===== src/rtl/vass_pkg.sv =====
// Package: shared types and constants of the voice activity segment smoother.
package vass_pkg;

    localparam int FIELD_W              = 24;
    localparam int CFG_W                = 10;
    localparam int CFG_IDX_W            = 2;
    localparam int FRAME_INDEX_BITS_DEF = 24;
    localparam int QUEUE_DEPTH          = 4;

    localparam logic [FIELD_W-1:0] FIELD_MAX = '1;

    localparam logic [CFG_IDX_W-1:0] CFG_MAX_GAP = 2'd0;
    localparam logic [CFG_IDX_W-1:0] CFG_MIN_LEN = 2'd1;

    localparam logic [CFG_W-1:0] MAX_GAP_RESET = 10'd5;
    localparam logic [CFG_W-1:0] MIN_LEN_RESET = 10'd6;

    localparam logic KIND_RECORD  = 1'b0;
    localparam logic KIND_SUMMARY = 1'b1;

    typedef enum logic {
        PH_FIRST,
        PH_SECOND
    } t_phase;

    typedef struct packed {
        logic               rec_ok;
        logic               sum_ok;
        logic [FIELD_W-1:0] seg_start;
        logic [FIELD_W-1:0] seg_end;
        logic [FIELD_W-1:0] speech_segments;
        logic [FIELD_W-1:0] silence_segments;
        logic [FIELD_W-1:0] speech_frames;
        logic [FIELD_W-1:0] total_frames;
    } t_entry;

endpackage


===== src/rtl/vass_front.sv =====
// Front end: configuration, segment tracking and per-frame result building.
module vass_front #(
    parameter int FRAME_INDEX_BITS = vass_pkg::FRAME_INDEX_BITS_DEF
) (
    input  logic                           i_clk,
    input  logic                           i_rst_n,
    input  logic                           i_valid,
    output logic                           o_ready,
    input  logic                           i_frame_active,
    input  logic                           i_final_frame,
    input  logic                           i_cfg_valid,
    output logic                           o_cfg_ready,
    input  logic [vass_pkg::CFG_IDX_W-1:0] i_cfg_index,
    input  logic [vass_pkg::CFG_W-1:0]     i_cfg_data,
    input  logic                           i_full,
    output logic                           o_push,
    output vass_pkg::t_entry               o_entry
);

    localparam int FIB   = FRAME_INDEX_BITS;
    localparam int SUM_W = ((FIB > vass_pkg::FIELD_W) ? FIB : vass_pkg::FIELD_W) + 1;
    localparam logic [FIB-1:0] FRAME_MAX = '1;

    function automatic logic [vass_pkg::FIELD_W-1:0] sat_inc(
        input logic [vass_pkg::FIELD_W-1:0] x
    );
        return (x == vass_pkg::FIELD_MAX) ? x : x + 1'b1;
    endfunction

    logic [vass_pkg::CFG_W-1:0]   r_max_gap, r_min_len;
    logic                         r_in_seg, n_in_seg;
    logic                         r_any, n_any;
    logic [FIB-1:0]               r_start, n_start;
    logic [FIB-1:0]               r_end, n_end;
    logic [FIB-1:0]               r_frame, n_frame;
    logic [vass_pkg::FIELD_W-1:0] r_kept, n_kept;
    logic [vass_pkg::FIELD_W-1:0] r_sil, n_sil;
    logic [vass_pkg::FIELD_W-1:0] r_speech, n_speech;

    logic                         accept;
    logic [FIB-1:0]               nxt, seg_start_c, seg_end_c, dur;
    logic [FIB:0]                 gap;
    logic                         cand_open, gap_close, final_close, do_close, keep;
    logic                         any1, trailing;
    logic [SUM_W-1:0]             speech_sum;
    logic [vass_pkg::FIELD_W-1:0] speech_sat, kept1, sil1, speech1, sil_sum;

    assign o_ready     = !i_full;
    assign o_cfg_ready = 1'b1;
    assign accept      = i_valid && !i_full;

    always_comb begin
        nxt         = (r_frame == FRAME_MAX) ? r_frame : r_frame + 1'b1;
        cand_open   = i_frame_active || r_in_seg;
        seg_start_c = (i_frame_active && !r_in_seg) ? r_frame : r_start;
        seg_end_c   = i_frame_active ? nxt : r_end;
        gap         = ({1'b0, r_frame} + (FIB+1)'(1)) - {1'b0, r_end};
        gap_close   = !i_frame_active && r_in_seg && (gap > (FIB+1)'(r_max_gap));
        final_close = i_final_frame && cand_open && !gap_close;
        do_close    = gap_close || final_close;
        dur         = seg_end_c - seg_start_c;
        keep        = do_close && (dur >= FIB'(r_min_len));
        speech_sum  = SUM_W'(r_speech) + SUM_W'(dur);
        speech_sat  = (speech_sum > SUM_W'(vass_pkg::FIELD_MAX)) ? vass_pkg::FIELD_MAX
                                                               : speech_sum[vass_pkg::FIELD_W-1:0];
        sil1        = (keep && (r_any || (seg_start_c != '0))) ? sat_inc(r_sil) : r_sil;
        kept1       = keep ? sat_inc(r_kept) : r_kept;
        speech1     = keep ? speech_sat : r_speech;
        any1        = r_any || keep;
        trailing    = (final_close && keep) ? (seg_end_c < nxt) : any1;
        if (!any1) begin
            sil_sum = vass_pkg::FIELD_W'(1);
        end else if (trailing) begin
            sil_sum = sat_inc(sil1);
        end else begin
            sil_sum = sil1;
        end
    end

    always_comb begin
        o_push                   = accept && (keep || i_final_frame);
        o_entry.rec_ok           = keep;
        o_entry.sum_ok           = i_final_frame;
        o_entry.seg_start        = vass_pkg::FIELD_W'(seg_start_c);
        o_entry.seg_end          = vass_pkg::FIELD_W'(seg_end_c);
        o_entry.speech_segments  = kept1;
        o_entry.silence_segments = sil_sum;
        o_entry.speech_frames    = speech1;
        o_entry.total_frames     = vass_pkg::FIELD_W'(nxt);
    end

    always_comb begin
        n_in_seg = r_in_seg;
        n_any    = r_any;
        n_start  = r_start;
        n_end    = r_end;
        n_frame  = r_frame;
        n_kept   = r_kept;
        n_sil    = r_sil;
        n_speech = r_speech;
        if (accept) begin
            if (i_final_frame) begin
                n_in_seg = 1'b0;
                n_any    = 1'b0;
                n_start  = '0;
                n_end    = '0;
                n_frame  = '0;
                n_kept   = '0;
                n_sil    = '0;
                n_speech = '0;
            end else begin
                n_in_seg = cand_open && !do_close;
                n_any    = any1;
                n_start  = seg_start_c;
                n_end    = seg_end_c;
                n_frame  = nxt;
                n_kept   = kept1;
                n_sil    = sil1;
                n_speech = speech1;
            end
        end
    end

    always_ff @(posedge i_clk) begin
        if (!i_rst_n) begin
            r_max_gap <= vass_pkg::MAX_GAP_RESET;
            r_min_len <= vass_pkg::MIN_LEN_RESET;
            r_in_seg  <= 1'b0;
            r_any     <= 1'b0;
            r_start   <= '0;
            r_end     <= '0;
            r_frame   <= '0;
            r_kept    <= '0;
            r_sil     <= '0;
            r_speech  <= '0;
        end else begin
            if (i_cfg_valid) begin
                case (i_cfg_index)
                    vass_pkg::CFG_MAX_GAP: r_max_gap <= i_cfg_data;
                    vass_pkg::CFG_MIN_LEN: r_min_len <= i_cfg_data;
                    default: ;
                endcase
            end
            r_in_seg <= n_in_seg;
            r_any    <= n_any;
            r_start  <= n_start;
            r_end    <= n_end;
            r_frame  <= n_frame;
            r_kept   <= n_kept;
            r_sil    <= n_sil;
            r_speech <= n_speech;
        end
    end

endmodule


===== src/rtl/vass_queue.sv =====
// Short queue of result entries between the front and back ends.
module vass_queue (
    input  logic             i_clk,
    input  logic             i_rst_n,
    input  logic             i_push,
    input  vass_pkg::t_entry i_entry,
    output logic             o_full,
    input  logic             i_pop,
    output logic             o_not_empty,
    output vass_pkg::t_entry o_head
);

    localparam int DEPTH = vass_pkg::QUEUE_DEPTH;
    localparam int AW    = $clog2(DEPTH);

    vass_pkg::t_entry r_mem [DEPTH];
    logic [AW-1:0]    r_wr_ptr, r_rd_ptr;
    logic [AW:0]      r_count;

    assign o_full      = (r_count == (AW+1)'(DEPTH));
    assign o_not_empty = (r_count != '0);
    assign o_head      = r_mem[r_rd_ptr];

    always_ff @(posedge i_clk) begin
        if (i_push) begin
            r_mem[r_wr_ptr] <= i_entry;
        end
    end

    always_ff @(posedge i_clk) begin
        if (!i_rst_n) begin
            r_wr_ptr <= '0;
            r_rd_ptr <= '0;
            r_count  <= '0;
        end else begin
            if (i_push) begin
                r_wr_ptr <= r_wr_ptr + 1'b1;
            end
            if (i_pop) begin
                r_rd_ptr <= r_rd_ptr + 1'b1;
            end
            case ({i_push, i_pop})
                2'b10:   r_count <= r_count + 1'b1;
                2'b01:   r_count <= r_count - 1'b1;
                default: r_count <= r_count;
            endcase
        end
    end

endmodule


===== src/rtl/vass_back.sv =====
// Back end: splits queue entries into result items and holds the output register.
module vass_back (
    input  logic                          i_clk,
    input  logic                          i_rst_n,
    input  logic                          i_not_empty,
    input  vass_pkg::t_entry              i_head,
    output logic                          o_pop,
    output logic                          o_valid,
    input  logic                          i_ready,
    output logic                          o_kind,
    output logic [vass_pkg::FIELD_W-1:0]  o_seg_start,
    output logic [vass_pkg::FIELD_W-1:0]  o_seg_end,
    output logic [vass_pkg::FIELD_W-1:0]  o_speech_segments,
    output logic [vass_pkg::FIELD_W-1:0]  o_silence_segments,
    output logic [vass_pkg::FIELD_W-1:0]  o_speech_frames,
    output logic [vass_pkg::FIELD_W-1:0]  o_total_frames,
    output logic                          o_last
);

    vass_pkg::t_phase r_phase, n_phase;
    logic             load, emit_rec;

    assign load = i_not_empty && (!o_valid || i_ready);

    always_comb begin
        n_phase = r_phase;
        if (load) begin
            if (emit_rec && i_head.sum_ok) begin
                n_phase = vass_pkg::PH_SECOND;
            end else begin
                n_phase = vass_pkg::PH_FIRST;
            end
        end
    end

    always_comb begin
        emit_rec = i_head.rec_ok && (r_phase == vass_pkg::PH_FIRST);
        o_pop    = load && !(emit_rec && i_head.sum_ok);
    end

    always_ff @(posedge i_clk) begin
        if (!i_rst_n) begin
            r_phase <= vass_pkg::PH_FIRST;
            o_valid <= 1'b0;
        end else begin
            r_phase <= n_phase;
            if (load) begin
                o_valid <= 1'b1;
            end else if (i_ready) begin
                o_valid <= 1'b0;
            end
        end
    end

    always_ff @(posedge i_clk) begin
        if (load) begin
            if (emit_rec) begin
                o_kind             <= vass_pkg::KIND_RECORD;
                o_seg_start        <= i_head.seg_start;
                o_seg_end          <= i_head.seg_end;
                o_speech_segments  <= '0;
                o_silence_segments <= '0;
                o_speech_frames    <= '0;
                o_total_frames     <= '0;
                o_last             <= 1'b0;
            end else begin
                o_kind             <= vass_pkg::KIND_SUMMARY;
                o_seg_start        <= '0;
                o_seg_end          <= '0;
                o_speech_segments  <= i_head.speech_segments;
                o_silence_segments <= i_head.silence_segments;
                o_speech_frames    <= i_head.speech_frames;
                o_total_frames     <= i_head.total_frames;
                o_last             <= 1'b1;
            end
        end
    end

endmodule


===== src/rtl/voice_activity_segment_smoother.sv =====
// Top level of the voice activity segment smoother.
//
//  channel  | handshake               | payload
//  ---------+-------------------------+-----------------------------------------
//  frames   | i_valid / o_ready       | i_frame_active, i_final_frame
//  results  | o_valid / i_ready       | o_kind, o_seg_*, summary counts, o_last
//  config   | i_cfg_valid/o_cfg_ready | i_cfg_index, i_cfg_data
//
// One frame is taken per cycle while the queue is not full. Results leave one
// per cycle from the output register while i_ready is high, so a final frame
// closing a kept segment yields a record, then a summary; the four-entry queue
// absorbs bursts. A frame producing no result never occupies the queue.
// Synchronous active-low reset; no clearing pass. Config is always ready.
module voice_activity_segment_smoother #(
    parameter int FRAME_INDEX_BITS = vass_pkg::FRAME_INDEX_BITS_DEF
) (
    input  logic                           i_clk,
    input  logic                           i_rst_n,
    input  logic                           i_valid,
    output logic                           o_ready,
    input  logic                           i_frame_active,
    input  logic                           i_final_frame,
    output logic                           o_valid,
    input  logic                           i_ready,
    output logic                           o_kind,
    output logic [vass_pkg::FIELD_W-1:0]   o_seg_start,
    output logic [vass_pkg::FIELD_W-1:0]   o_seg_end,
    output logic [vass_pkg::FIELD_W-1:0]   o_speech_segments,
    output logic [vass_pkg::FIELD_W-1:0]   o_silence_segments,
    output logic [vass_pkg::FIELD_W-1:0]   o_speech_frames,
    output logic [vass_pkg::FIELD_W-1:0]   o_total_frames,
    output logic                           o_last,
    input  logic                           i_cfg_valid,
    output logic                           o_cfg_ready,
    input  logic [vass_pkg::CFG_IDX_W-1:0] i_cfg_index,
    input  logic [vass_pkg::CFG_W-1:0]     i_cfg_data
);

    vass_pkg::t_entry push_entry, head_entry;
    logic             push, full, pop, not_empty;

    vass_front #(
        .FRAME_INDEX_BITS(FRAME_INDEX_BITS)
    ) u_front (
        .i_clk          (i_clk),
        .i_rst_n        (i_rst_n),
        .i_valid        (i_valid),
        .o_ready        (o_ready),
        .i_frame_active (i_frame_active),
        .i_final_frame  (i_final_frame),
        .i_cfg_valid    (i_cfg_valid),
        .o_cfg_ready    (o_cfg_ready),
        .i_cfg_index    (i_cfg_index),
        .i_cfg_data     (i_cfg_data),
        .i_full         (full),
        .o_push         (push),
        .o_entry        (push_entry)
    );

    vass_queue u_queue (
        .i_clk       (i_clk),
        .i_rst_n     (i_rst_n),
        .i_push      (push),
        .i_entry     (push_entry),
        .o_full      (full),
        .i_pop       (pop),
        .o_not_empty (not_empty),
        .o_head      (head_entry)
    );

    vass_back u_back (
        .i_clk              (i_clk),
        .i_rst_n            (i_rst_n),
        .i_not_empty        (not_empty),
        .i_head             (head_entry),
        .o_pop              (pop),
        .o_valid            (o_valid),
        .i_ready            (i_ready),
        .o_kind             (o_kind),
        .o_seg_start        (o_seg_start),
        .o_seg_end          (o_seg_end),
        .o_speech_segments  (o_speech_segments),
        .o_silence_segments (o_silence_segments),
        .o_speech_frames    (o_speech_frames),
        .o_total_frames     (o_total_frames),
        .o_last             (o_last)
    );

endmodule


===== config.mk =====
export PLATFORM = sky130hd
export DESIGN_NAME = voice_activity_segment_smoother
export DESIGN_NICKNAME = d
export VERILOG_FILES = /design/src/rtl/vass_pkg.sv /design/src/rtl/vass_front.sv /design/src/rtl/vass_queue.sv /design/src/rtl/vass_back.sv /design/src/rtl/voice_activity_segment_smoother.sv
export SDC_FILE = /design/constraint.sdc
export NUM_CORES = 1
export LEC_CHECK = 0
export ABC_AREA = 1
export BUFFER_PORTS_ARGS = -buffer_cell sky130_fd_sc_hd__buf_2
export CORE_MARGIN = 4
export CORE_UTILIZATION = 62
export CTS_CLUSTER_SIZE = 28
export DETAILED_ROUTE_END_ITERATION = 16
export PLACE_DENSITY = 0.8
export SYNTH_ARGS = -nofsm -noshare
export SYNTH_HDL_FRONTEND = slang
export SYNTH_HIERARCHICAL = 1
export SYNTH_SLANG_ARGS = --single-unit

===== constraint.sdc =====
create_clock -name i_clk -period 10.8 [get_ports i_clk]
set_input_delay 0 -clock i_clk [delete_from_list [all_inputs] [get_ports i_clk]]
set_output_delay 0 -clock i_clk [all_outputs]
set_load 0.05 [all_outputs]

-- After elaboration in Yosys (flattened, before gate mapping)
Memories as Yosys holds them, arrays and structs flattened. A register that Yosys moved wholly into a read port is not among the register bits.
Index checks and enable logic that the tools add are counted.
W data, S select, Z words.
- bits of input ports: 19
- memories: 1
- word-level logic and storage cells: 113
- bits in writable memories: 584
- bits in registers: 320
- output and inout bits: 149
- memory list (memory ; depth ; width ; read ports ; clocked after Yosys merged registers in ; write ports ; line ; RTL):
    u_queue.r_mem ; 4 ; 146 ; 1 ; 1 ; 1 ; vass_queue.sv:16 ; vass_pkg::t_entry r_mem [DEPTH];
- muxes and demuxes: 30
- $add $sub $neg: 12
- equality and inequality tests: 8
- bitwise operators: 1
- magnitude comparators: 4
- reductions and logical operators: 35
- operator list (operator ; number):
    $mux W24 ; 18
    $add A24 B1 Y24 const B ; 4
    $eq A24 B24 Y1 const B ; 4
    $add A24 B1 Y25 const B ; 1
    $add A24 B24 Y25 ; 1
    $gt A25 B10 Y1 ; 1
    $gt A25 B24 Y1 const B ; 1
    $sub A25 B24 Y25 ; 1
    $ge A24 B10 Y1 ; 1
    $lt A24 B24 Y1 ; 1
    $reduce_bool A24 Y1 ; 1
    $sub A24 B24 Y24 ; 1
    $logic_and A1 B1 Y1 ; 15
    $mux W1 ; 9
    $logic_not A1 Y1 ; 7
    $logic_or A1 B1 Y1 ; 6
    $pmux W3 S2 ; 1
    $add A2 B1 Y2 const B ; 2
    $eq A2 B1 Y1 const B ; 2
    $mux W2 ; 2
    $reduce_and A2 Y1 ; 2
    $reduce_bool A2 Y1 ; 2
    $add A3 B1 Y3 const B ; 1
    $eq A3 B3 Y1 const B ; 1
    5 further kinds ; 5

-- Logic depth before layout (Yosys ltp)
- depth after elaboration: 14
- mapped depth: 45
- depth with buffers taken out: 43

-- Cells and area by module
The synthesis kept the hierarchy.
- by module, submodules not included (module ; cells each ; times used ; area each (µm²) ; sequential area each (µm²)):
    vass_queue ; 1469 ; 1 ; 21968.6 ; 17717.0
    vass_front ; 2531 ; 1 ; 15481.1 ; 3323.2
    vass_back ; 465 ; 1 ; 5750.5 ; 4394.2

-- Worst setup path after synthesis
No wires, ideal clock.
- path kind: flip-flop to flip-flop
- start: register u_front.r_frame[0]
- end: memory u_queue/r_mem[0][0] (netlist bit), enable pin
- setup time: 0.499 ns
- buffers on the path: 3
- cell stages (with the launch flop): 35
- path slack: 2.135 ns
- required time: 10.301 ns
- clock period less this slack: 8.665 ns
- arrival time: 8.166 ns
- path through: dfxtp_1 > ha_1 > nand2_1 > nor2_1 > nand2_1 > nor2_1 > nand2_1 > clkbuf_1 > inv_1 > nor2_1 > a21oi_1 > inv_1 > o21ai_0 > inv_1 > fa_1 > o21ai_0 > xnor2_1 > inv_1 > ha_1 > a21o_1 > a21oi_1 > nand3b_1 > a21oi_1 > nand3_1 > nand2_1 > nor2_2 > nand3_4 > nand2_4 > inv_4 > buf_2 > buf_1 > nor2_1 > nor2_1 > nand2_1 > inv_1
- RTL lines (what ; line ; RTL):
    from (decl) ; vass_front.sv:35 ; logic [FIB-1:0] r_frame, n_frame;
    from (signal assigned) ; vass_front.sv:148 ; r_frame <= n_frame;
    to (decl) ; vass_queue.sv:16 ;

==> metrics.txt <==
Placer Congestion=about 0.99; # DRC=0; hpwl dp=75200 um; cells after synthesis=4465; CTS tree=yes; Fillers=about 5100; # IOs=~170; Tcrit/Tclk final=75.6%; placed cell area=44600 um^2; Setup crit start kind=register; Syn. warnings=6; syn avg cell area=9.68 um^2; unrepaired setup endpoints after global routing=false; share of layout cells above drive strength 1=between 10 and 15%; largest net degree at the start of global routing=roughly 150; synthesized area=roughly 43000 um^2; CP max-delay cell=clkinv_1; PD cells=~240 nW/um^2; Critical Path RT=between 10 and 15 ns; slowest stage delay, CP=0.66 ns; CTS root buf=clkbuf_16; Max H-tree Level=3; area delta synth->final=10.8%; Pre-antenna DRT Iters=6; initial antenna violation count=3; Worst EP arrival=approximately 8.5 ns; Vias per Instance=5.93; final global-route overflow total=0; Layout Utilization=69.5%; CTS Buffer Depth=3; Reg2Reg Launch Point=u_front/r_frame[0]$_SDFFE_PN0P_; drt initial violations=3814; Seq/Total Area, Yosys=around 59%; Overall Power=between 10000 and 15000 uW; met1 GRT Util=42.6%; site row count=96; gr busiest metal=met2; clock skew=0.0430 ns; Hold WC Path Type=primary input to register; DR WL/cell=just over 20 um; total CTS buffers=slightly below 90; max-slew violations=0; crit path to=u_queue/r_mem[3][62]$_DFFE_PP_; Die H=~270 um; gr usage total=just over 30%; via count=roughly 33000; first-pass GRT wire length=~180000 um; critical path class=register to register; number of flops mapped to enable cells by yosys=~730; top_reg_cell synth=edfxtp_1; DIE AREA=74000 um^2; clk_lat worst skew=~0.65 ns; final setup vio count=0; CP Max Fanout=27; number of global-route vias before repair=31739; most used cell, CP=nand2_1; met2 Track Usage GR=slightly below 50%; Initial Utilization=a little over three fifths; Final min period=8.17 ns; worst setup path startpoint=u_front/r_frame[0]$_SDFFE_PN0P_; flops & latches, synth=roughly 910; Clock Sinks=906; leakage power=roughly 0.019 uW; Reg2Reg Depth=35; post-layout instance area=approximately 48000 um^2; Routed Antenna Nets=0; R2R Setup Slk=2.63 ns; MaxCap Viol Count=0; Core ar.=between 60000 and 70000 um^2; Worst-Margin Slew=around 1.3 ns; count of cell types in the netlist=between 50 and 60; Net Count, Synth=4634; Chip Width=approximately 270 um; Setup Fix Bufs, Post-CTS=0; crit end category=register; Async S/R FF share, synth=0%; count of input and output buffers=around 170; Slew HR=about a tenth; Layout Nets=around 4800; worst vdd ir=~0.26 mV; Final Hold Viols=0; Reg clk slew, reported paths=about 0.06 ns; ant diodes=0; met3 usage=around 4.3%; Routed WL=roughly 110000 um; outcome=finished clean; Max Freq=roughly 120 MHz; Final TNS setup=0 ns; worst flop-to-flop path endpoint=u_queue/r_mem[3][62]$_DFFE_PP_
## logic make-up after synthesis
logic type               share of synthesized area, %
AO/OA/AOI/OAI                                    11.2
XOR/XNOR                                         2.23
adder cells (fa/ha/maj)                          4.41
buffers and inverters                            6.77
flip-flops                                       58.9
multiplexers                                   0.0232
other                                         0.00868
AND/OR/NAND/NOR                                  16.5
## synthesized netlist by cell type (all sizes together), types with 64 or more instances
cell	number	area, um^2
nand3	124	683
dfxtp	177	3540
nand4	64	415
o22ai	146	913
edfxtp	729	21900
xor2	80	708
nor2	666	2680
o21ai	417	2090
nand2	742	2830
ha	146	1830
clkbuf	113	424
inv	513	1930
buf	84	566
a21oi	300	1500
## layout by cell type (no fill, tap or decap), types with 4 or more instances in the layout
cell type	instances
edfxtp_1	729
nand2_1	724
nor2_1	606
inv_1	494
a21oi_1	300
o21ai_0	269
dfxtp_1	175
buf_2	166
o21ai_1	148
ha_1	146
o22ai_1	146
nand3_1	116
clkbuf_16	90
xor2_1	79
nand4_1	63
nor2_2	52
buf_4	44
nor3_1	37
xnor2_1	29
dlygate4sd3_1	26
nor4_1	24
clkinv_2	17
nand2_2	16
inv_6	13
clkbuf_1	12
clkinvlp_4	11
o21bai_1	11
nand3b_1	10
clkinv_1	9
inv_2	9
bufinv_16	8
nor2_4	8
a211oi_1	8
clkbuf_8	6
or2_2	6
o211ai_1	6
nand3_2	5
a21o_1	5
inv_4	4
fa_1	4
## per-layer routing
| metal | part of all wire (%) | vias up |
|---|---|---|
| met5 | 0.030 | - |
| met4 | 3.5 | 4 |
| met1 | 41 | 15824 |
| met3 | 9.2 | 265 |
| li1 | - | 15447 |
| met2 | 46 | 1673 |
## registers in the layout (all words and copies together) (netlist names), 10 cells and up, named ones only
signal,flops
u_front/r_kept,24
u_front/r_start,24
u_queue/r_mem,584
u_front/r_min_len,10
u_back/o_total_frames,24
u_front/r_speech,24
u_front/r_end,24
u_front/r_max_gap,10
u_front/r_sil,24
u_back/o_silence_segments,24
u_back/o_speech_frames,24
u_back/o_speech_segments,24
u_back/o_seg_end,24
u_back/o_seg_start,24
u_front/r_frame,24
## worst max-delay path: cells and delay by family, from the launching register on
family                     cells  cell delay (ns)
AOI/OAI and AO/OA              4             1.25
xor gates and xnor gates       1             0.38
adders and majority gates      3             0.93
buffers and inverters          5             1.31
DFF                            1             0.43
and+or+nand+nor               22             3.51
## power by group
group | switching [uW] | internal (uW)
logic | 3070 | 858
clock network | 1340 | 1780
registers | 148 | 4460
total | 4560 | 7110
## area by class of cell
class / count / area, um^2 / share of cell area [%]
Multi-Input combinational cell: 2848 / 14900 / 31.0
Clock buffer: 108 / 2380 / 4.97
Inverter: 514 / 1970 / 4.12
Tap cell: 931 / 1160 / 2.43
Sequential cell: 906 / 25400 / 53.2
Timing Repair Buffer: 237 / 1440 / 3.01
Clock inverter: 57 / 592 / 1.24
## through the flow
step	instances	setup WS [ns]	hold slack, ns
after floorplan	4465	2.14	0.120
after global placement	5410	3.01	0.233
after detailed placement	5410	2.91	0.248
after CTS	5601	2.86	0.0461
after global routing	5601	2.05	0.112
final	5601	2.63	0.102
## repair_timing
action / 4_1_cts / 5_1_grt
endpoints found under the setup margin: 0 / 0
hold buffers: 26 / 0
hold endpoints to repair: 35 / 0
resized for setup: 0 / 0
## how the worst min path moves through the flow
stage / from / to / slack, ns / depth (start not counted)
after global routing: i_frame_active / u_front/r_in_seg$_SDFFE_PN0P_ / 0.11 / 4
after detailed placement: i_cfg_data[2] / u_front/r_max_gap[2]$_SDFFE_PN1P_ / 0.25 / 3
after CTS: i_cfg_valid / u_front/r_min_len[8]$_SDFFE_PN0P_ / 0.05 / 5
after floorplan: i_rst_n / u_back/r_phase$_SDFFE_PN0P_ / 0.12 / 2
after global placement: i_cfg_data[2] / u_front/r_max_gap[2]$_SDFFE_PN1P_ / 0.23 / 3
final: i_cfg_valid / u_front/r_min_len[5]$_SDFFE_PN0P_ / 0.10 / 5
No activity file was read; power rests on OpenSTA's default activity.
